**src/rtl/qps_mul2.sv**
```systemverilog
// ----------------------------------------------------------------------------
// qps_mul2
// Two-stage unsigned multiplier built from four half-width partial products.
// ----------------------------------------------------------------------------
module qps_mul2 #(
    parameter int WA = 32,
    parameter int WB = 32
) (
    input  logic                 clk,
    input  logic                 en,
    input  logic [WA-1:0]        a,
    input  logic [WB-1:0]        b,
    output logic [WA+WB-1:0]     p
);

    localparam int LA = WA / 2;
    localparam int HA = WA - LA;
    localparam int LB = WB / 2;
    localparam int HB = WB - LB;
    localparam int PW = WA + WB;

    logic [HA+HB-1:0] hh_reg;
    logic [HA+LB-1:0] hl_reg;
    logic [LA+HB-1:0] lh_reg;
    logic [LA+LB-1:0] ll_reg;
    logic [PW-1:0]    p_reg;
    logic [PW-1:0]    p_next;

    always_comb
    begin
        p_next = (PW'(hh_reg) << (LA + LB)) + (PW'(hl_reg) << LA)
               + (PW'(lh_reg) << LB) + PW'(ll_reg);
    end

    always_ff @(posedge clk)
    begin
        if (en)
        begin
            hh_reg <= a[WA-1:LA] * b[WB-1:LB];
            hl_reg <= a[WA-1:LA] * b[LB-1:0];
            lh_reg <= a[LA-1:0] * b[WB-1:LB];
            ll_reg <= a[LA-1:0] * b[LB-1:0];
            p_reg  <= p_next;
        end
    end

    assign p = p_reg;

endmodule

```
**config.mk**
```make
export PLATFORM = sky130hd
export DESIGN_NAME = qps_mul2
export DESIGN_NICKNAME = d
export VERILOG_FILES = /design/src/rtl/qps_mul2.sv
export SDC_FILE = /design/constraint.sdc
export NUM_CORES = 2
export LEC_CHECK = 0
export BUFFER_PORTS_ARGS = -buffer_cell sky130_fd_sc_hd__clkbuf_2
export CAP_MARGIN = 0
export CELL_PAD_IN_SITES_DETAIL_PLACEMENT = 1
export CELL_PAD_IN_SITES_GLOBAL_PLACEMENT = 1
export CORE_ASPECT_RATIO = 1.1
export CORE_UTILIZATION = 46
export CTS_BUF_LIST = sky130_fd_sc_hd__clkbuf_4
export CTS_CLUSTER_SIZE = 40
export DETAILED_ROUTE_END_ITERATION = 8
export PLACE_DENSITY = 0.87
export SYNTH_ARGS = -nofsm -noshare
export SYNTH_HDL_FRONTEND = slang
export SYNTH_SLANG_ARGS = --single-unit
export TNS_END_PERCENT = 5
```
**constraint.sdc**
```tcl
create_clock -name clk -period 6.65 [get_ports clk]
set_input_delay 1.33 -clock clk [delete_from_list [all_inputs] [get_ports clk]]
set_output_delay 1.33 -clock clk [all_outputs]
set_load 0.005 [all_outputs]
```
# [Yosys cells after proc, flatten, opt, wreduce, memory -nomap -nowiden]
# Cells that the tools add are included.
[classes] n_mul=4 add_sub_neg=3
[op_table] operator="adder 64 x 48 -> 64 bit" n=2
[op_table] operator="multiplier 16 x 16 -> 32 bit" n=4
[op_table] operator="adder 64 x 32 -> 64 bit" n=1
[totals] in_bits=66 out_inout_bits=64 ff_bits=192 wordCells=12

# [Depth between registers and ports, before layout]
[logic_depth] ltp_word=3 mapped_depth=25 ltp_nobuf=24

# [Least setup slack after synthesis]
# No wires, ideal clock.
[synth_path] path_kind="input -> register" start="input port a[10]" end="register ll_reg[30] (data pin)" arrival_time_ns=6.917 path_buffers=1 path_slack_ns=-0.524 setup_ns=0.258 path_stages=21 path_cell_list="clkbuf_1 -> nand2_1 -> fa_1 -> fa_1 -> fa_1 -> fa_1 -> inv_1 -> fa_1 -> inv_1 -> fa_1 -> inv_1 -> ha_1 -> a2111o_1 -> nor4_1 -> o31a_1 -> o31a_1 -> o21ai_0 -> a41oi_1 -> o21ai_0 -> a21oi_1 -> xnor2_1"
[synth_via] elab_chain_cells=1
[synth_lines] element="start: declaration" line_no="11" source="input logic [WA-1:0] a,"
[synth_lines] element="multiplier 16 x 16 -> 32 bit" line_no="42" source="ll_reg <= a[LA-1:0] * b[LB-1:0];"
[synth_lines] element="end signal: assignment" line_no="42"
[synth_lines] element="end: declaration" line_no="25" source="logic [LA+LB-1:0] ll_reg;"
# No other way between the ends.
# A chain may end at the register's enable or synchronous reset.

# [Worst setup path after layout]
[layout_path] start="input port a[7]" end="register lh_reg[30] (data pin)"
[layout_via] elab_chain_cells=1
[layout_lines] element="multiplier 16 x 16 -> 32 bit" line_no="41" source="lh_reg <= a[LA-1:0] * b[WB-1:LB];"
[layout_lines] element="end signal: assignment" line_no="41"
[layout_lines] element="end: declaration" line_no="24" source="logic [LA+HB-1:0] lh_reg;"
# No other way between the ends.

==> results.py <==
metrics = {
    "clocking": {
        "cts_hold_buf": 0,
        "cts_sinks": 192,
        "cts_root_buffer": "clkbuf_4",
        "clock_path_buffers": 2,
        "cts_made_buffers": 17,
        "clk_pin_slew_ns": 0.23,
        "cts_tree": "built",
        "insertion_delay_ns": 0.82,
        "htreeDepth": 4,
    },
    "grt": {
        "track_usage": 0.328,
        "grt_max_degree": 107,
        "overflow": 0,
        "grt_pass1_vias": 40302,
        "antenna_found_initial": 7,
        "grt_pass1_wl_um": 228000,
    },
    "setup_path": {
        "arrival_ns": 7.44,
        "startpoint_type": "input port",
        "path_max_fanout": 10,
        "criticalPathCategory": "in2reg",
        "cp-end-kind": "flop",
        "cp.required_ns": 7.26,
    },
    "drt": {
        "ant_nets": 0,
        "vias_per_cell": 5.64,
        "via_count": 33995,
        "drt_iter0_drc": 2364,
        "drc": 0,
        "wirelength_um": 150000,
        "wl_per_cell_um": 24.9,
        "drt-pass1-iter-count": 5,
    },
    "yosys": {
        "synth_area_per_cell_um2": 9.56,
        "synth_edf_count": 192,
        "syn_nets": 5693,
        "synthesis.area_um2": 41800,
        "ys_warn_count": 0,
        "synth_seq_cells": 192,
        "ys.flop_type": "edfxtp_1",
        "async_flop_share": 0,
        "syn-instance-count": 4370,
        "ys_seq_area_frac": 0.138,
        "ys_types": 69,
    },
    "final_layout": {
        "largest_register_ffs": 64,
        "fillerInstances": 10127,
        "final_common_cell": "inv_1",
        "final_cell_mix": "inv_1 (913), fa_1 (798), nand2_1 (606)",
        "fin_nets": 6166,
        "area_growth_syn_to_layout_pct": 16.6,
        "final_layout_size_suffix_gt1_frac": 0.164,
    },
    "sta": {
        "tns_ns": -1.32,
        "post-route-min-period_ns": 6.83,
        "fmax_mhz": 146,
        "rsz0062_at_grt": "true",
        "slew_headroom": 0.310,
        "skew_ns": 0.0639,
        "hold_violations": 0,
        "fin_ws_ns": -0.182,
        "max_slew.worst_pin.slew_ns": 1.03,
        "slew_viol_final": 0,
        "final.period_utilization": 1.03,
        "setup_violations": 19,
    },
    "floorplanning": {
        "die_area_um2": 92100,
        "die_x_um": 289,
        "die_y_um": 318,
        "rows": 115,
        "core_region_area_um2": 89600,
        "io_pins": 130,
        "start_util": 0.466,
    },
    "job": {
        "max_cap_violations": 0,
    },
    "worst_hold_path": {
        "hp-class": "reg2reg",
    },
    "placement": {
        "portBuffers": 129,
        "place_congestion": 0.932,
        "post-dp-hpwl_um": 124000,
    },
    "run_status": {
        "status": "finished, violations left",
        "violations": "negative setup slack",
    },
}
## synth_stat cells (all sizes together), types with 19 or more instances
| master | number | area [um2] |
|---|---|---|
| ha | 448 | 5610 |
| a211oi | 19 | 148 |
| xor2 | 51 | 447 |
| inv | 917 | 3440 |
| and2 | 477 | 2980 |
| a21o | 68 | 510 |
| nand2b | 19 | 119 |
| nand2 | 611 | 2290 |
| nor3 | 22 | 110 |
| fa | 809 | 16200 |
| clkbuf | 200 | 751 |
| xnor2 | 100 | 876 |
| nor2 | 80 | 303 |
| o21ai | 63 | 319 |
| nand3 | 30 | 150 |
| a21oi | 112 | 568 |
| edfxtp | 192 | 5770 |
## routing by layer
layer | share of wire | vias to the layer above | GRT usage | wire length, um
li1 | - | 14221 | - | -
met1 | 0.33 | 17442 | 0.347 | 50100
met2 | 0.52 | 1584 | 0.579 | 77600
met3 | 0.064 | 740 | 0.0605 | 9550
met4 | 0.087 | 8 | 0.235 | 13000
met5 | 0.00035 | - | 0 | 53
## through the flow
stage	instance area [um2]	hold slack [ns]	worst slack, ns	util	instances
after floorplan	42000	0.400	-0.299	-	4370
after global placement	47900	0.402	-0.875	0.535	5988
after detailed placement	47900	0.405	-1.14	0.535	5988
after CTS	48400	0.444	-0.0453	0.540	6021
after global routing	48700	0.457	-0.324	0.543	6026
final	48700	0.445	-0.182	0.544	6031
## worst paths after layout
check / startpoint / to / slack [ns] / cells past startpoint
setup / recovery: a[7] / lh_reg[30] / -0.18 / 25
hold / removal: ll_reg[3] / p[3] / 0.45 / 0
setup reg to reg: hl_reg[1] / p[63] / 1.79 / 14
hold reg to reg: ll_reg[3] / p[3] / 0.45 / 0
## worst max-delay path, cell delays in order
cell     delay [ns]
buf_4          0.16
buf_12         0.14
buf_4          0.13
buf_6          0.14
and2_1         0.18
fa_1           0.50
inv_1          0.05
fa_1           0.47
fa_1           0.53
inv_1          0.12
fa_2           0.53
fa_1           0.50
inv_1          0.05
fa_1           0.47
inv_1          0.05
ha_1           0.30
nand2_2        0.07
buf_4          0.14
o21ai_4        0.17
a41oi_2        0.16
o31a_1         0.36
o31a_1         0.35
o31ai_2        0.25
a21oi_1        0.11
xnor2_1        0.15
## area by class of cell
class,instances,area [um2],share of cell area
Antenna cell,6,15.0,0.000308
Timing Repair Buffer,656,5390,0.111
Clock inverter,14,145,0.00298
Inverter,917,3440,0.0706
Tap cell,1170,1460,0.0300
Clock buffer,17,128,0.00262
Sequential cell,192,5770,0.118
Multi-Input combinational cell,3059,32400,0.664
## cells by family (layout without fill, tap and decap cells)
| kind of cell | after synthesis | count (layout) | share of synthesized area |
|---|---|---|---|
| other cells | 0 | 6 | 0 |
| flops | 192 | 192 | 0.138 |
| compound gates | 362 | 362 | 0.0574 |
| fa+ha+maj | 1257 | 1257 | 0.522 |
| simple gates | 1289 | 1289 | 0.151 |
| xor+xnor | 151 | 151 | 0.0316 |
| buf+inv | 1119 | 1604 | 0.101 |
## what timing repair did
action                                  in CTS  in global routing
endpoints found under the setup margin      28                 36
gates cloned                                 0                  0
pin swaps                                   11                 46
setup buffers                                2                  4
gates resized for setup                     41                 86
endpoints found under the hold margin        0                  0
Power is left out: the tool's default activity adds up to more than one toggle a clock period on the data nets, which glitch-free logic cannot reach.
